`src/sv/tcw_pkg.sv`:
```
`timescale 1ns / 1ps
`default_nettype none
// ----------------------------------------------------------------------------
// tcw_pkg: shared types and constants for TCP congestion window and RTO
// Event and result payload types, action codes, register indexes, reset values
// and the status bundle of the serial arithmetic units.
// ----------------------------------------------------------------------------
package tcw_pkg;

    localparam int CFG_DATA_W = 20;
    localparam int CFG_IDX_W  = 2;

    // Action codes
    localparam logic [1:0] ACT_NEW_ACK = 2'd0;
    localparam logic [1:0] ACT_DUP_ACK = 2'd1;
    localparam logic [1:0] ACT_TIMEOUT = 2'd2;

    // Configuration register indexes
    localparam logic [CFG_IDX_W-1:0] REG_SEGMENT_SIZE  = 2'd0;
    localparam logic [CFG_IDX_W-1:0] REG_DUP_THRESHOLD = 2'd1;
    localparam logic [CFG_IDX_W-1:0] REG_RTO_FLOOR     = 2'd2;
    localparam logic [CFG_IDX_W-1:0] REG_RTO_CEILING   = 2'd3;

    // Reset values
    localparam logic [15:0] RST_SEGMENT_SIZE  = 16'd536;
    localparam logic [3:0]  RST_DUP_THRESHOLD = 4'd3;
    localparam logic [15:0] RST_RTO_FLOOR     = 16'd200;
    localparam logic [19:0] RST_RTO_CEILING   = 20'd60000;
    localparam logic [31:0] RST_CWND          = 32'd536;
    localparam logic [31:0] RST_SSTHRESH      = 32'd65535;
    localparam logic [19:0] RST_RTO           = 20'd1000;

    localparam logic [3:0]  DUP_MAX = 4'd15;
    localparam logic [19:0] MAX20   = 20'hFFFFF;
    localparam logic [31:0] MAX32   = 32'hFFFF_FFFF;

    typedef struct packed {
        logic [1:0]  action;
        logic [15:0] peer_window;
        logic        rtt_valid;
        logic [15:0] rtt_ticks;
    } event_t;

    typedef struct packed {
        logic [31:0] cwnd;
        logic [31:0] ssthresh;
        logic [19:0] rto;
        logic        fast_retransmit;
        logic        in_recovery;
    } result_t;

    typedef struct packed {
        logic busy;
        logic done;
    } unit_stat_t;

endpackage

`default_nettype wire

```
`src/sv/tcp_congestion_window_and_rto_top.sv`:
```
`timescale 1ns / 1ps
`default_nettype none
// ----------------------------------------------------------------------------
// tcp_congestion_window_and_rto_top: Reno congestion window and RTO control
// Per-connection sender control: one event in, one result out.
//
// Usage:
//   Events (new ACK, duplicate ACK, timeout) enter on in_valid/in_ready; each
//   transaction yields exactly one result transaction on out_valid/out_ready
//   carrying cwnd, ssthresh, rto and the recovery flags after the event.
//   Configuration is a plain write port (cfg_write, cfg_index, cfg_data),
//   to be written only while the block is idle; the block does not enforce it.
// Sequencing:
//   One event is processed at a time. Without a growth step the event goes
//   from S_DECODE straight to S_FIN. The growth step max(1, mss*mss/cwnd)
//   runs the bit-serial multiplier in S_MUL, hands the product over to the
//   bit-serial divider and waits for it in S_DIV. An RTT sample on a new ACK
//   adds S_RTT1 and S_RTT2 before S_FIN. in_ready returns in the same cycle
//   as the result is loaded, so no new event is accepted before the result
//   of the last one has been loaded.
// Reset:
//   rst_n clears the state to cwnd 536, ssthresh 65535, rto 1000 and loads
//   the configuration defaults; no result is pending.
// Stall:
//   A finished result sits in the output register while the next event is
//   accepted and processed; the next result waits until out_ready frees it.
// ----------------------------------------------------------------------------
module tcp_congestion_window_and_rto_top (
    input  wire logic                               clk,
    input  wire logic                               rst_n,
    input  wire logic                               in_valid,
    output logic                                    in_ready,
    input  wire tcw_pkg::event_t                    in_data,
    output logic                                    out_valid,
    input  wire logic                               out_ready,
    output tcw_pkg::result_t                        out_data,
    input  wire logic                               cfg_write,
    input  wire logic [tcw_pkg::CFG_IDX_W-1:0]      cfg_index,
    input  wire logic [tcw_pkg::CFG_DATA_W-1:0]     cfg_data
);

    // Sequencer states
    localparam logic [2:0] S_IDLE   = 3'd0;
    localparam logic [2:0] S_DECODE = 3'd1;
    localparam logic [2:0] S_MUL    = 3'd2;
    localparam logic [2:0] S_DIV    = 3'd3;
    localparam logic [2:0] S_RTT1   = 3'd4;
    localparam logic [2:0] S_RTT2   = 3'd5;
    localparam logic [2:0] S_FIN    = 3'd6;

    logic [2:0]  state_reg, state_next;

    // Configuration
    logic [15:0] mss_reg;
    logic [3:0]  dup_thr_reg;
    logic [15:0] rto_floor_reg;
    logic [19:0] rto_ceil_reg;

    // Connection state
    logic [31:0] cwnd_reg, cwnd_next;
    logic [31:0] ss_reg, ss_next;
    logic [3:0]  dup_reg, dup_next;
    logic        rec_reg, rec_next;
    logic [19:0] srtt_reg, srtt_next;
    logic [19:0] rttvar_reg, rttvar_next;
    logic [19:0] rto_reg, rto_next;
    logic        fr_reg, fr_next;

    // Event and result holding
    tcw_pkg::event_t  item_reg, item_next;
    tcw_pkg::result_t res_reg, res_next;
    logic             res_valid_reg, res_valid_next;

    // Serial arithmetic units
    tcw_pkg::unit_stat_t mul_stat;
    tcw_pkg::unit_stat_t div_stat;
    logic        mul_start;
    logic        div_start;
    logic [31:0] mul_product;
    logic [31:0] div_quotient;
    logic [31:0] div_divisor;

    // Datapath terms
    logic [15:0] halve_w;
    logic [16:0] halve_t;
    logic [16:0] two_mss;
    logic [16:0] halve_ss;
    logic [17:0] three_mss;
    logic [32:0] fr_sum;
    logic [31:0] fr_cwnd;
    logic [3:0]  dup_inc;
    logic [31:0] cw_eff;
    logic [32:0] cw_dbl;
    logic [20:0] rto_dbl;
    logic [31:0] grow;
    logic [32:0] grow_sum;
    logic [15:0] rtt_r;
    logic [16:0] rtt_avg;
    logic [16:0] rtt_mag;
    logic [20:0] srtt_sum;
    logic [20:0] var_sum;
    logic [20:0] rto_sum;
    logic [19:0] rto_sat;

    assign in_ready    = (state_reg == S_IDLE);
    assign out_valid   = res_valid_reg;
    assign out_data    = res_reg;
    assign div_divisor = (cwnd_reg == 32'd0) ? 32'd1 : cwnd_reg;
    assign div_start   = (state_reg == S_MUL) && mul_stat.done;

    tcw_mul u_mul (
        .clk     (clk),
        .rst_n   (rst_n),
        .start   (mul_start),
        .mcand   (mss_reg),
        .mplier  (mss_reg),
        .stat    (mul_stat),
        .product (mul_product)
    );

    tcw_div u_div (
        .clk      (clk),
        .rst_n    (rst_n),
        .start    (div_start),
        .dividend (mul_product),
        .divisor  (div_divisor),
        .stat     (div_stat),
        .quotient (div_quotient)
    );

    // Shared combinational terms
    always_comb
    begin
        // ssthresh after a loss: max(min(cwnd, window) / 2, 2 * mss)
        halve_w   = (cwnd_reg < {16'd0, item_reg.peer_window}) ? cwnd_reg[15:0]
                                                               : item_reg.peer_window;
        halve_t   = {2'b00, halve_w[15:1]};
        two_mss   = {mss_reg, 1'b0};
        halve_ss  = (halve_t < two_mss) ? two_mss : halve_t;
        three_mss = {1'b0, mss_reg, 1'b0} + {2'b00, mss_reg};
        fr_sum    = {16'd0, halve_ss} + {15'd0, three_mss};
        fr_cwnd   = fr_sum[32] ? tcw_pkg::MAX32 : fr_sum[31:0];
        dup_inc   = (dup_reg == tcw_pkg::DUP_MAX) ? tcw_pkg::DUP_MAX : dup_reg + 4'd1;
        cw_eff    = rec_reg ? ss_reg : cwnd_reg;
        cw_dbl    = {cw_eff, 1'b0};
        rto_dbl   = {rto_reg, 1'b0};

        // growth step: max(1, quotient), saturating add
        grow      = (div_quotient == 32'd0) ? 32'd1 : div_quotient;
        grow_sum  = {1'b0, cwnd_reg} + {1'b0, grow};

        // RTT estimator, zero sample counts as one tick
        rtt_r     = (item_reg.rtt_ticks == 16'd0) ? 16'd1 : item_reg.rtt_ticks;
        rtt_avg   = srtt_reg[19:3];
        rtt_mag   = ({1'b0, rtt_r} >= rtt_avg) ? {1'b0, rtt_r} - rtt_avg
                                               : rtt_avg - {1'b0, rtt_r};
        srtt_sum  = {1'b0, srtt_reg - {3'd0, rtt_avg}} + {5'd0, rtt_r};
        var_sum   = {1'b0, rttvar_reg - {2'd0, rttvar_reg[19:2]}} + {4'd0, rtt_mag};
        rto_sum   = {4'd0, srtt_reg[19:3]} + {1'b0, rttvar_reg};
        rto_sat   = rto_sum[20] ? tcw_pkg::MAX20 : rto_sum[19:0];
    end

    // Sequencer
    always_comb
    begin
        state_next     = state_reg;
        cwnd_next      = cwnd_reg;
        ss_next        = ss_reg;
        dup_next       = dup_reg;
        rec_next       = rec_reg;
        srtt_next      = srtt_reg;
        rttvar_next    = rttvar_reg;
        rto_next       = rto_reg;
        fr_next        = fr_reg;
        item_next      = item_reg;
        res_next       = res_reg;
        res_valid_next = res_valid_reg;
        mul_start      = 1'b0;

        // drop the held result once it is taken
        if (res_valid_reg && out_ready)
        begin
            res_valid_next = 1'b0;
        end

        case (state_reg)
            S_IDLE:
            begin
                if (in_valid)
                begin
                    item_next  = in_data;
                    fr_next    = 1'b0;
                    state_next = S_DECODE;
                end
            end
            S_DECODE:
            begin
                state_next = S_FIN;
                case (item_reg.action)
                    tcw_pkg::ACT_NEW_ACK:
                    begin
                        dup_next = '0;
                        rec_next = 1'b0;
                        if (cw_eff < ss_reg)
                        begin
                            cwnd_next = (cw_dbl > {1'b0, ss_reg}) ? ss_reg : cw_dbl[31:0];
                            if (item_reg.rtt_valid)
                            begin
                                state_next = S_RTT1;
                            end
                        end
                        else
                        begin
                            cwnd_next  = cw_eff;
                            mul_start  = 1'b1;
                            state_next = S_MUL;
                        end
                    end
                    tcw_pkg::ACT_DUP_ACK:
                    begin
                        dup_next = dup_inc;
                        if (dup_inc >= dup_thr_reg)
                        begin
                            if (!rec_reg)
                            begin
                                ss_next   = {15'd0, halve_ss};
                                cwnd_next = fr_cwnd;
                                rec_next  = 1'b1;
                                fr_next   = 1'b1;
                            end
                            else
                            begin
                                mul_start  = 1'b1;
                                state_next = S_MUL;
                            end
                        end
                    end
                    tcw_pkg::ACT_TIMEOUT:
                    begin
                        ss_next   = {15'd0, halve_ss};
                        cwnd_next = {16'd0, mss_reg};
                        rto_next  = (rto_dbl > {1'b0, rto_ceil_reg}) ? rto_ceil_reg
                                                                     : rto_dbl[19:0];
                    end
                    default:
                    begin
                        // unused code: report the state unchanged
                    end
                endcase
            end
            S_MUL:
            begin
                // the divider starts on the multiplier's done pulse
                if (mul_stat.done)
                begin
                    state_next = S_DIV;
                end
            end
            S_DIV:
            begin
                if (div_stat.done)
                begin
                    cwnd_next = grow_sum[32] ? tcw_pkg::MAX32 : grow_sum[31:0];
                    if ((item_reg.action == tcw_pkg::ACT_NEW_ACK) && item_reg.rtt_valid)
                    begin
                        state_next = S_RTT1;
                    end
                    else
                    begin
                        state_next = S_FIN;
                    end
                end
            end
            S_RTT1:
            begin
                if (srtt_reg != 20'd0)
                begin
                    srtt_next   = srtt_sum[20] ? tcw_pkg::MAX20 : srtt_sum[19:0];
                    rttvar_next = var_sum[20] ? tcw_pkg::MAX20 : var_sum[19:0];
                end
                else
                begin
                    srtt_next   = {1'b0, rtt_r, 3'b000};
                    rttvar_next = {3'b000, rtt_r, 1'b0};
                end
                state_next = S_RTT2;
            end
            S_RTT2:
            begin
                rto_next   = (rto_sat < {4'd0, rto_floor_reg}) ? {4'd0, rto_floor_reg}
                                                               : rto_sat;
                state_next = S_FIN;
            end
            S_FIN:
            begin
                // hold here until the output register is free
                if (!res_valid_reg || out_ready)
                begin
                    res_next.cwnd            = cwnd_reg;
                    res_next.ssthresh        = ss_reg;
                    res_next.rto             = rto_reg;
                    res_next.fast_retransmit = fr_reg;
                    res_next.in_recovery     = rec_reg;
                    res_valid_next           = 1'b1;
                    state_next               = S_IDLE;
                end
            end
            default:
            begin
                state_next = S_IDLE;
            end
        endcase
    end

    // Control and connection state
    always_ff @(posedge clk or negedge rst_n)
    begin
        if (!rst_n)
        begin
            state_reg     <= S_IDLE;
            res_valid_reg <= 1'b0;
            cwnd_reg      <= tcw_pkg::RST_CWND;
            ss_reg        <= tcw_pkg::RST_SSTHRESH;
            dup_reg       <= '0;
            rec_reg       <= 1'b0;
            srtt_reg      <= '0;
            rttvar_reg    <= '0;
            rto_reg       <= tcw_pkg::RST_RTO;
            fr_reg        <= 1'b0;
        end
        else
        begin
            state_reg     <= state_next;
            res_valid_reg <= res_valid_next;
            cwnd_reg      <= cwnd_next;
            ss_reg        <= ss_next;
            dup_reg       <= dup_next;
            rec_reg       <= rec_next;
            srtt_reg      <= srtt_next;
            rttvar_reg    <= rttvar_next;
            rto_reg       <= rto_next;
            fr_reg        <= fr_next;
        end
    end

    // Configuration registers
    always_ff @(posedge clk or negedge rst_n)
    begin
        if (!rst_n)
        begin
            mss_reg       <= tcw_pkg::RST_SEGMENT_SIZE;
            dup_thr_reg   <= tcw_pkg::RST_DUP_THRESHOLD;
            rto_floor_reg <= tcw_pkg::RST_RTO_FLOOR;
            rto_ceil_reg  <= tcw_pkg::RST_RTO_CEILING;
        end
        else if (cfg_write)
        begin
            case (cfg_index)
                tcw_pkg::REG_SEGMENT_SIZE:  mss_reg       <= cfg_data[15:0];
                tcw_pkg::REG_DUP_THRESHOLD: dup_thr_reg   <= cfg_data[3:0];
                tcw_pkg::REG_RTO_FLOOR:     rto_floor_reg <= cfg_data[15:0];
                tcw_pkg::REG_RTO_CEILING:   rto_ceil_reg  <= cfg_data[19:0];
                default:
                begin
                end
            endcase
        end
    end

    // Payload holding registers
    always_ff @(posedge clk)
    begin
        item_reg <= item_next;
        res_reg  <= res_next;
    end

    // Assertions
    a_fr_in_recovery: assert property (@(posedge clk) disable iff (!rst_n)
        out_valid |-> (!out_data.fast_retransmit || out_data.in_recovery))
        else $error("fast retransmit reported outside recovery");

    a_units_exclusive: assert property (@(posedge clk) disable iff (!rst_n)
        !(mul_stat.busy && div_stat.busy))
        else $error("multiplier and divider busy together");

    a_accept_leaves_idle: assert property (@(posedge clk) disable iff (!rst_n)
        (in_valid && in_ready) |=> (state_reg == S_DECODE))
        else $error("accepted transaction did not start decode");

endmodule

`default_nettype wire

```
`src/sv/tcw_mul.sv`:
```
`timescale 1ns / 1ps
`default_nettype none
// ----------------------------------------------------------------------------
// tcw_mul: bit-serial 16 x 16 multiplier
// Shift-add multiplier, one multiplier bit per cycle.
// ----------------------------------------------------------------------------
module tcw_mul (
    input  wire logic              clk,
    input  wire logic              rst_n,
    input  wire logic              start,
    input  wire logic [15:0]       mcand,
    input  wire logic [15:0]       mplier,
    output tcw_pkg::unit_stat_t    stat,
    output logic      [31:0]       product
);

    logic [15:0] acc_reg, acc_next;
    logic [15:0] q_reg, q_next;
    logic [15:0] m_reg, m_next;
    logic [3:0]  cnt_reg, cnt_next;
    logic        busy_reg, busy_next;
    logic        done_reg, done_next;
    logic [16:0] sum;

    always_comb
    begin
        sum       = {1'b0, acc_reg} + (q_reg[0] ? {1'b0, m_reg} : 17'd0);
        acc_next  = acc_reg;
        q_next    = q_reg;
        m_next    = m_reg;
        cnt_next  = cnt_reg;
        busy_next = busy_reg;
        done_next = 1'b0;
        if (start)
        begin
            acc_next  = '0;
            q_next    = mplier;
            m_next    = mcand;
            cnt_next  = 4'd15;
            busy_next = 1'b1;
        end
        else if (busy_reg)
        begin
            // add and shift the {acc, q} pair right by one
            acc_next = sum[16:1];
            q_next   = {sum[0], q_reg[15:1]};
            cnt_next = cnt_reg - 4'd1;
            if (cnt_reg == 4'd0)
            begin
                busy_next = 1'b0;
                done_next = 1'b1;
            end
        end
    end

    always_ff @(posedge clk or negedge rst_n)
    begin
        if (!rst_n)
        begin
            busy_reg <= 1'b0;
            done_reg <= 1'b0;
            cnt_reg  <= '0;
        end
        else
        begin
            busy_reg <= busy_next;
            done_reg <= done_next;
            cnt_reg  <= cnt_next;
        end
    end

    always_ff @(posedge clk)
    begin
        acc_reg <= acc_next;
        q_reg   <= q_next;
        m_reg   <= m_next;
    end

    assign product   = {acc_reg, q_reg};
    assign stat.busy = busy_reg;
    assign stat.done = done_reg;

endmodule

`default_nettype wire

```
`src/sv/tcw_div.sv`:
```
`timescale 1ns / 1ps
`default_nettype none
// ----------------------------------------------------------------------------
// tcw_div: bit-serial 32 / 32 unsigned divider
// Restoring division, one quotient bit per cycle.
// ----------------------------------------------------------------------------
module tcw_div (
    input  wire logic              clk,
    input  wire logic              rst_n,
    input  wire logic              start,
    input  wire logic [31:0]       dividend,
    input  wire logic [31:0]       divisor,
    output tcw_pkg::unit_stat_t    stat,
    output logic      [31:0]       quotient
);

    logic [31:0] rem_reg, rem_next;
    logic [31:0] quo_reg, quo_next;
    logic [31:0] dsr_reg, dsr_next;
    logic [4:0]  cnt_reg, cnt_next;
    logic        busy_reg, busy_next;
    logic        done_reg, done_next;
    logic [32:0] trial;
    logic [32:0] diff;

    always_comb
    begin
        trial     = {rem_reg, quo_reg[31]};
        diff      = trial - {1'b0, dsr_reg};
        rem_next  = rem_reg;
        quo_next  = quo_reg;
        dsr_next  = dsr_reg;
        cnt_next  = cnt_reg;
        busy_next = busy_reg;
        done_next = 1'b0;
        if (start)
        begin
            rem_next  = '0;
            quo_next  = dividend;
            dsr_next  = divisor;
            cnt_next  = 5'd31;
            busy_next = 1'b1;
        end
        else if (busy_reg)
        begin
            // shift in the next dividend bit, subtract when it fits
            if (!diff[32])
            begin
                rem_next = diff[31:0];
                quo_next = {quo_reg[30:0], 1'b1};
            end
            else
            begin
                rem_next = trial[31:0];
                quo_next = {quo_reg[30:0], 1'b0};
            end
            cnt_next = cnt_reg - 5'd1;
            if (cnt_reg == 5'd0)
            begin
                busy_next = 1'b0;
                done_next = 1'b1;
            end
        end
    end

    always_ff @(posedge clk or negedge rst_n)
    begin
        if (!rst_n)
        begin
            busy_reg <= 1'b0;
            done_reg <= 1'b0;
            cnt_reg  <= '0;
        end
        else
        begin
            busy_reg <= busy_next;
            done_reg <= done_next;
            cnt_reg  <= cnt_next;
        end
    end

    always_ff @(posedge clk)
    begin
        rem_reg <= rem_next;
        quo_reg <= quo_next;
        dsr_reg <= dsr_next;
    end

    assign quotient  = quo_reg;
    assign stat.busy = busy_reg;
    assign stat.done = done_reg;

endmodule

`default_nettype wire

```
`config.mk`:
```
export PLATFORM = sky130hd
export DESIGN_NAME = tcp_congestion_window_and_rto_top
export DESIGN_NICKNAME = d
export VERILOG_FILES = /design/src/sv/tcw_pkg.sv /design/src/sv/tcp_congestion_window_and_rto_top.sv /design/src/sv/tcw_mul.sv /design/src/sv/tcw_div.sv
export SDC_FILE = /design/constraint.sdc
export NUM_CORES = 1
export LEC_CHECK = 0
export ABC_AREA = 1
export BUFFER_PORTS_ARGS = -buffer_cell sky130_fd_sc_hd__buf_4
export CAP_MARGIN = 20
export CORE_MARGIN = 2
export CORE_UTILIZATION = 35
export CTS_CLUSTER_DIAMETER = 100
export DETAILED_ROUTE_END_ITERATION = 12
export HOLD_SLACK_MARGIN = 0.06
export PLACE_DENSITY = 0.59
export SYNTH_ARGS = -nofsm -noshare
export SYNTH_HDL_FRONTEND = slang
export SYNTH_SLANG_ARGS = --single-unit
```
`constraint.sdc`:
```
create_clock -name clk -period 4.8 [get_ports clk]
set_input_delay 0.96 -clock clk [delete_from_list [all_inputs] [get_ports clk]]
set_output_delay 0.96 -clock clk [all_outputs]
set_load 0.005 [all_outputs]
```
# Word-level counts from Yosys, hierarchy flattened
# Index checks and enable logic that the tools add are counted.
# totals
output_inout_bits	88
inputBits	62
wordCells	195
ff_bits	468
# classes
eq_ne	25
addsub	15
muxes	78
n_reduce_logical	34
magnitude_cmp	8
# ops
operator	n
$mux 32	14
$mux 20	8
$pmux 32 s2	2
$pmux 32 s3	1
$mux 16	5
$logic_not 32->1	2
$pmux 20 s2	1
$mux 17	2
$add 32x32->33	1
$gt 33x32->1	1
$sub 33x32->33	1
$lt 32x16->1	1
$lt 32x32->1	1
$mux 1	25
$add 17x20->21	1
$add 20x16->21	1
$add 20x17->21	1
$gt 21x20->1	1
$mux 3	7
$pmux 3 s7	1
$lt 20x16->1	1
$reduce_bool 20->1	1
$sub 20x17->20	1
$sub 20x18->20	1
40 further kinds	79

# Logic depth before layout (Yosys ltp)
# Gate-level depths: netlist of the first run.
# depth
word_depth	10
depth_mapped	46
ltp_nobuf	43

# Hierarchy
# From an unflattened synthesis of the first run, not the netlist that was laid out.
# hier_totals
hier_cells	4673
area_unflattened_um2	34349.2
# by_module_without_submodules
module	seq_area_each_um2	area_per_inst_um2	cells_each	instances
tcp_congestion_window_and_rto_top	7612.3	24352.1	3236	1
tcw_div	2737.6	6926.6	1035	1
tcw_mul	1431.4	3070.4	402	1

# Worst setup path after synthesis of the first run
# Ideal clock, no wire load.
# synth_path
path_kind	register to register
start	register cwnd_reg[9]
end	register cwnd_reg[14]
slack_ns	-0.511
required_time_ns	4.668
synth_period_minus_slack_ns	5.311
t_arrival_ns	5.178
stages_incl_launch_ff	37
setup_ns	0.132
n_path_buf	3
cell_sequence	dfstp_2 -> ha_1 -> nand2_1 -> inv_1 -> o21ai_0 -> a21oi_1 -> nor2_1 -> nand2_1 -> clkbuf_1 -> clkbuf_1 -> o21ai_0 -> ha_1 -> a21oi_1 -> nor2_1 -> a211oi_1 -> nand2_1 -> nand2_1 -> nand2_1 -> buf_2 -> o21ai_2 -> fa_1 -> ha_1 -> nand2_1 -> nand2_1 -> nand2_1 -> nand2_1 -> a21oi_1 -> nand2_1 -> nand2_1 -> nand2_1 -> a21oi_1 -> o21ai_0 -> or2_2 -> nand3_1 -> o211ai_1 -> nand4_1 -> o21ai_0
# synth_between
elab_chain_len	10
word_cells_on_any_way	18
cone_classes	add/sub: 2; order compare: 4; mux: 12
# synth_rtl
element	line_no	rtl
start: declaration	tcp_congestion_window_and_rto_top.sv:60	logic [31:0] cwnd_reg, cwnd_next;
start signal: assignment	tcp_congestion_window_and_rto_top.sv:322	cwnd_reg <= tcw_pkg::RST_CWND;
start signal: assignment	tcp_congestion_window_and_rto_top.sv:335	cwnd_reg <= cwnd_next;
$lt 32x16->1	tcp_congestion_window_and_rto_top.sv:135	halve_w = (cwnd_reg < {16'd0, item_reg.peer_window}) ? cwnd_reg[15:0]
$mux 16 *	tcp_congestion_window_and_rto_top.sv:135	
$lt 15x17->1	tcp_congestion_window_and_rto_top.sv:139	halve_ss = (halve_t < two_mss) ? two_mss : halve_t;
$mux 17 *	tcp_congestion_window_and_rto_top.sv:139	
via halve_ss[3]	tcp_congestion_window_and_rto_top.sv:87	logic [16:0] halve_ss;
$add 17x18->19 *	tcp_congestion_window_and_rto_top.sv:141	fr_sum = {16'd0, halve_ss} + {15'd0, three_mss};
$mux 32 *	tcp_congestion_window_and_rto_top.sv:142	fr_cwnd = fr_sum[32] ? tcw_pkg::MAX32 : fr_sum[31:0];
$mux 32 *	tcp_congestion_window_and_rto_top.sv:224	if (!rec_reg)
$mux 32 *	tcp_congestion_window_and_rto_top.sv:222	if (dup_inc >= dup_thr_reg)
$pmux 32 s3 *	tcp_congestion_window_and_rto_top.sv:199	case (item_reg.action)
$pmux 32 s2 *	tcp_congestion_window_and_rto_top.sv:186	case (state_reg)
# The timed path passes the listed nets; every way through them passes the cells marked *. The select of a mux whose other input is x is not followed.
# A chain may end at the register's enable or synchronous reset.

# Final worst setup path of the first run
# layout_path
start	register item_reg[30] (netlist name)
end	register cwnd_reg[16]
# layout_between
elab_chain_len	10
# layout_rtl
element	line_no	rtl
start: declaration	tcp_congestion_window_and_rto_top.sv:70	tcw_pkg::event_t item_reg, item_next;
start signal: assignment	tcp_congestion_window_and_rto_top.sv:373	item_reg <= item_next;
$lt 32x16->1	tcp_congestion_window_and_rto_top.sv:135	
$mux 16 *	tcp_congestion_window_and_rto_top.sv:135	
$lt 15x17->1	tcp_congestion_window_and_rto_top.sv:139	
$mux 17 *	tcp_congestion_window_and_rto_top.sv:139	
via halve_ss[4]	tcp_congestion_window_and_rto_top.sv:87	
$add 17x18->19 *	tcp_congestion_window_and_rto_top.sv:141	
$mux 32 *	tcp_congestion_window_and_rto_top.sv:142	
$mux 32 *	tcp_congestion_window_and_rto_top.sv:224	
$mux 32 *	tcp_congestion_window_and_rto_top.sv:222	
$pmux 32 s3 *	tcp_congestion_window_and_rto_top.sv:199	
$pmux 32 s2 *	tcp_congestion_window_and_rto_top.sv:186	
# Marks and branches as above.

==> results of run 1 <==
## cell type report
class                           count  area [um2]
Antenna cell                        4        10.0
Clock buffer                       74        1580
Clock inverter                     28         374
Fill cell                        9436       52500
Inverter                          559        2110
Multi-Input combinational cell   3028       19400
Sequential cell                   438       11800
Tap cell                         1254        1570
Timing Repair Buffer              515        3990
Timing Repair inverter              1        11.3
## final timing paths
path                                     to  slack, ns  cells past startpoint
max in group asynchronous  rto_ceil_reg[18]       3.43                      2
hold reg to reg                 out_data[1]       0.45                      0
min in group clk                out_data[1]       0.45                      0
setup reg to reg               cwnd_reg[16]      -0.52                     37
setup / recovery               cwnd_reg[16]      -0.52                     37
hold / removal             u_div.cnt_reg[1]       0.27                      1
## worst max-delay path: cells and delay by family (launching register included)
kind,cells,cell delay [ns]
buffers and inverters,6,0.63
AND/OR/NAND/NOR,18,1.88
flip-flops,1,0.40
adder cells (fa/ha/maj),4,1.37
AO/OA/AOI/OAI,9,0.89
## routing by layer
layer,wire [um],vias up,part of all wire
met5,14,-,0.00013
met1,47100,14180,0.43
met4,4360,2,0.040
met3,5000,222,0.046
li1,-,14936,-
met2,52600,793,0.48
## kinds of logic (layout without fill, tap and decap cells)
kind of cell,after synthesis,after routing,synth area share
other cells,1,19,0.000114
compound gates,1023,1023,0.176
flops,438,438,0.358
xor+xnor,157,157,0.0422
buf+inv,760,1177,0.0911
mux,6,6,0.00182
simple gates,1477,1480,0.193
fa+ha+maj,347,347,0.138
## per-stage QoR
step	hold WS, ns	util	cell area (um2)
detailed placement	0.438	0.399	37300
global route	0.278	0.437	40800
CTS	0.261	0.427	39800
floorplan	0.419	-	33100
finish	0.273	0.437	40800
global placement	0.444	0.399	37300
## cell usage in the layout (no fill, tap or decap), types with 19 or more instances in the layout
cell / instances
o21ai_1: 65
dfstp_2: 40
a21oi_2: 46
o21ai_2: 37
inv_2: 20
dfxtp_1: 48
nand3_2: 19
ha_4: 20
nor2_1: 228
buf_4: 501
a21oi_1: 342
nand2_2: 35
xor2_1: 102
inv_1: 534
a31oi_1: 28
fa_1: 23
dfrtp_1: 148
o21ai_0: 306
xnor2_1: 52
nor4_1: 28
nand2_4: 23
nand3_1: 142
nand4_1: 47
o211ai_1: 53
nor3_1: 47
clkbuf_16: 60
ha_1: 299
nand2_1: 845
edfxtp_1: 202
## repair_timing
item	CTS	global route
gates cloned	2	5
gates resized for setup	70	193
setup buffers	43	19
pin swaps	19	92
endpoints found under the setup margin	37	46
==> reports/metrics.yaml, run 1 <==
synthTopCellsByCount: "nand2_1 (884), inv_1 (547), a21oi_1 (374)"
io_pins: 150
drc: 0
nets: 5006
worstSkewPairLatency_ns: 0.65
worst_ep_arrival_time_ns: 5.82
setup_ws_ns: -0.519
drt_iter0_drc: 2164
synth-seq-cells: 438
cts.sinks: 438
clkTransAtPathRegs_ns: 0.06
dp_slack_ns: -0.603
rr_startpoint: "item_reg[30]"
critPathMaxFanout: 6
grt_pass1_wl_mm: 167
stdcell_count: 5901
ys_top_cells_by_area: "edfxtp_1 (18%), ha_1 (12%), dfrtp_1 (11%), nand2_1 (10%), inv_1 (6.2%)"
violations: "setup timing"
use_met3: 0.0232
overflow: 0
dr.pass1.iters: 6
io_buffers: 134
antenna_found_initial: 6
dp.cells: 5731
area_growth_pct: 23.9
ant_nets: 0
clockBufferDepth: 3
max_stage_delay_ns: 0.52
wl_per_cell_um: 18.5
drv_slew: 0
synthArstFlopShare: 0.429
rows: 112
grt_pass1_vias: 29275
gr-usage-met1: 0.282
netlist_instances: 4209
htreeDepth: 2
clock-skew-final_ns: 0.0354
syn-mean-instance-area_um2: 7.82
synth-edff-count: 202
numCtsBuffers: 54
grt_usage: 0.220
fmax_mhz: 188
die_w_um: 311
cp-end-kind: "register"
netlist_area_um2: 32900
setup_viol: 35
gr-usage-met2: 0.382
status: "finished with violations"
die_area_um2: 96500
drive_gt1_frac: 0.205
min_period_over_period: 1.11
yosys.area.top_type: "edfxtp_1"
gp_congestion: 0.954
dpl.hpwl_mm: 83.2
hold_viol: 0
wl_mm: 109
slowest_stage: "fa_1"
rsz0062_at_grt: "yes"
cp.required_ns: 5.30
via_count: 30133
core_area_um2: 93300
initial_utilization: 0.353
hp-class: "in -> async"
fin_tns_setup_ns: -7.51
grt_max_degree: 115
cts_tree: "built"
cap_violations: 0
grt_busiest_layer: "met2"
via_per_inst: 5.11
largest_reg_flops: 71
start_kind: "register"
yosysUniqueCellTypes: 77
worst_pin_slew_ns: 1.04
die_height_um: 311
slew_headroom: 0.307
cp-startpoint: "item_reg[30]"
cts_root_buf: "clkbuf_16"
path_class: "reg -> reg"
synthFlopType: "edfxtp_1"
yosysWarnings: 0
fin_crit_ns: 5.32
postCtsHoldBufs: 0
synth.most_common_cell: "nand2_1"
ys_seq_area_frac: 0.358
cp_common_cell: "nand2_2"
yosysTopAreaCellShare: 0.184
Power of run 1 is not shown: default switching activity piles up to over one toggle a cycle in this logic, so the estimate is an artifact.
==> inputs of run 2 (changes only) <==
--- a/config.mk
+++ b/config.mk
@@ -8,7 +8,6 @@
 export ABC_AREA = 1
 export BUFFER_PORTS_ARGS = -buffer_cell sky130_fd_sc_hd__buf_4
 export CAP_MARGIN = 20
-export CORE_MARGIN = 2
 export CORE_UTILIZATION = 35
 export CTS_CLUSTER_DIAMETER = 100
 export DETAILED_ROUTE_END_ITERATION = 12
==> reports/metrics.yaml, run 2 (synthesized netlist as in run 1, its figures left out) <==
status: "finished with violations"  # unchanged
violations: "DRC, setup timing"  # was setup timing
wl_mm: 109  # about the same
worstSkewPairLatency_ns: 0.64  # was 0.65 ns
dr.pass1.iters: 9  # was 6
area_growth_pct: 24.1  # was 23.9%
cp.required_ns: 5.39  # was 5.30 ns
hold_viol: 0  # unchanged
cp-end-kind: "register"  # unchanged
drive_gt1_frac: 0.206  # was 0.205
dp.cells: 5728  # was 5731
ant_nets: 0  # unchanged
dp_slack_ns: -0.662  # was -0.603 ns
path_buf_inv: 5  # was 6
postCtsHoldBufs: 0  # unchanged
grt_pass1_wl_mm: 165  # was 167 mm
cts.sinks: 438  # unchanged
worst_pin_slew_ns: 0.998  # was 1.04 ns
rsz0062_at_grt: "yes"  # unchanged
worst_ep_arrival_time_ns: 5.95  # was 5.82 ns
via_per_inst: 5.12  # was 5.11
rows: 112  # unchanged
antennaDiodeCount: 0  # was 4
initial_utilization: 0.353  # about the same
slew_headroom: 0.333  # was 0.307
fill_cells: 9324  # was 9436
die_area_um2: 95300  # was 96500 um2
layout_common_cells: "nand2_1 (852), inv_1 (532), buf_4 (481)"  # was nand2_1 (845), inv_1 (534), buf_4 (501)
start_kind: "register"  # unchanged
cap_violations: 0  # unchanged
antenna_found_initial: 6  # unchanged
die_w_um: 309  # was 311 um
nets: 4994  # was 5006
dpl.hpwl_mm: 83.5  # was 83.2 mm
r2r-end: "cwnd_reg[9]"  # was cwnd_reg[16]
htreeDepth: 2  # unchanged
drt_iter0_drc: 2469  # was 2164
path_class: "reg -> reg"  # unchanged
rr_startpoint: "item_reg[32]"  # was item_reg[30]
grt_usage: 0.224  # was 0.220
clockBufferDepth: 3  # unchanged
overflow: 0  # unchanged
stdcell_count: 5885  # was 5901
io_buffers: 134  # unchanged
critPathMaxFanout: 8  # was 6
wl_per_cell_um: 18.6  # was 18.5 um
drv_slew: 0  # unchanged
clkTransAtPathRegs_ns: 0.07  # was 0.06 ns
setup_ws_ns: -0.559  # was -0.519 ns
max_stage_delay_ns: 0.48  # was 0.52 ns
min_period_over_period: 1.12  # was 1.11
setup_viol: 37  # was 35
cts_tree: "built"  # unchanged
fmax_mhz: 187  # was 188 MHz
io_pins: 150  # unchanged
core_area_um2: 93200  # was 93300 um2
crit_family: "adder cells"  # was simple AND/OR/NAND/NOR gates
layout_commonest_cell: "nand2_1"  # unchanged
r2r_slack_ns: -0.56  # was -0.52 ns
fin_crit_ns: 5.36  # was 5.32 ns
fin_tns_setup_ns: -9.32  # was -7.51 ns
hp-class: "in -> async"  # unchanged
die_height_um: 309  # was 311 um
numCtsBuffers: 54  # unchanged
grt_max_degree: 82  # was 115
grt_pass1_vias: 28686  # was 29275
rr_worst_depth: 33  # was 37
via_count: 30113  # was 30133
largest_reg_flops: 71  # unchanged
drc: 1  # was 0
slowest_stage: "fa_2"  # was fa_1
cts_root_buf: "clkbuf_16"  # unchanged
clock-skew-final_ns: 0.0274  # was 0.0354 ns
gp_congestion: 0.962  # was 0.954
==> run 2: cell types whose count changed in the layout (fill, tap and decap cells not counted), moves of 7 or more <==
| cell | previous run | this run |
|---|---|---|
| a21oi_1 | 342 | 333 |
| a21oi_2 | 46 | 53 |
| buf_4 | 501 | 481 |
| buf_6 | 6 | 14 |
| clkbuf_1 | 9 | 17 |
| nand2_1 | 845 | 852 |
==> run 2: metrics by stage <==
stage,util,area (um2),hold WS [ns]
6_report,0.438,40800,0.372
5_1_grt,0.438,40800,0.423
4_1_cts,0.428,39900,0.396
3_5_place_dp,0.400,37300,0.445
3_3_place_gp,0.400,37200,0.429
2_1_floorplan,-,33100,0.419
==> run 2: worst reg2reg max path, delay by kind of cell (launching register included) <==
kind,cells,cell delay [ns]
AND/OR/NAND/NOR,14,1.41
AO/OA/AOI/OAI,9,1.24
flip-flops,1,0.40
buffers and inverters,5,0.68
adder cells (fa/ha/maj),5,1.56
==> run 2: metal layers <==
layer,share of wire,track usage
met1,0.43,0.286
met2,0.49,0.394
met3,0.047,0.0245
met4,0.033,0.0713
met5,0.00012,0
==> run 2: how the worst max path moves through the flow <==
stage                       from           end  slack (ns)  depth (start not counted)
CTS                 item_reg[32]  cwnd_reg[16]       -0.41                         36
global route        item_reg[32]  cwnd_reg[16]       -0.93                         35
global placement    item_reg[30]  cwnd_reg[15]       -0.63                         31
floorplan            cwnd_reg[9]  cwnd_reg[16]       -0.18                         37
finish              item_reg[32]   cwnd_reg[9]       -0.56                         33
detailed placement  item_reg[30]  cwnd_reg[16]       -0.66                         38
==> run 2: timing repair <==
item | CTS | global route
pin swaps | 57 | 113
setup endpoints to repair | 37 | 48
buffers inserted | 28 | 25
gates resized for setup | 120 | 186
cloned | 3 | 1
==> run 2: area by class of cell <==
cell class                      count  area, um2  area share
Multi-Input combinational cell   3027      19500       0.478
Sequential cell                   438      11800       0.288
Timing Repair Buffer              505       3980      0.0975
Inverter                          559       2110      0.0516
Tap cell                         1254       1570      0.0384
Clock buffer                       79       1550      0.0379
Clock inverter                     23        353     0.00864
Power of run 2 is left out for the same reason.
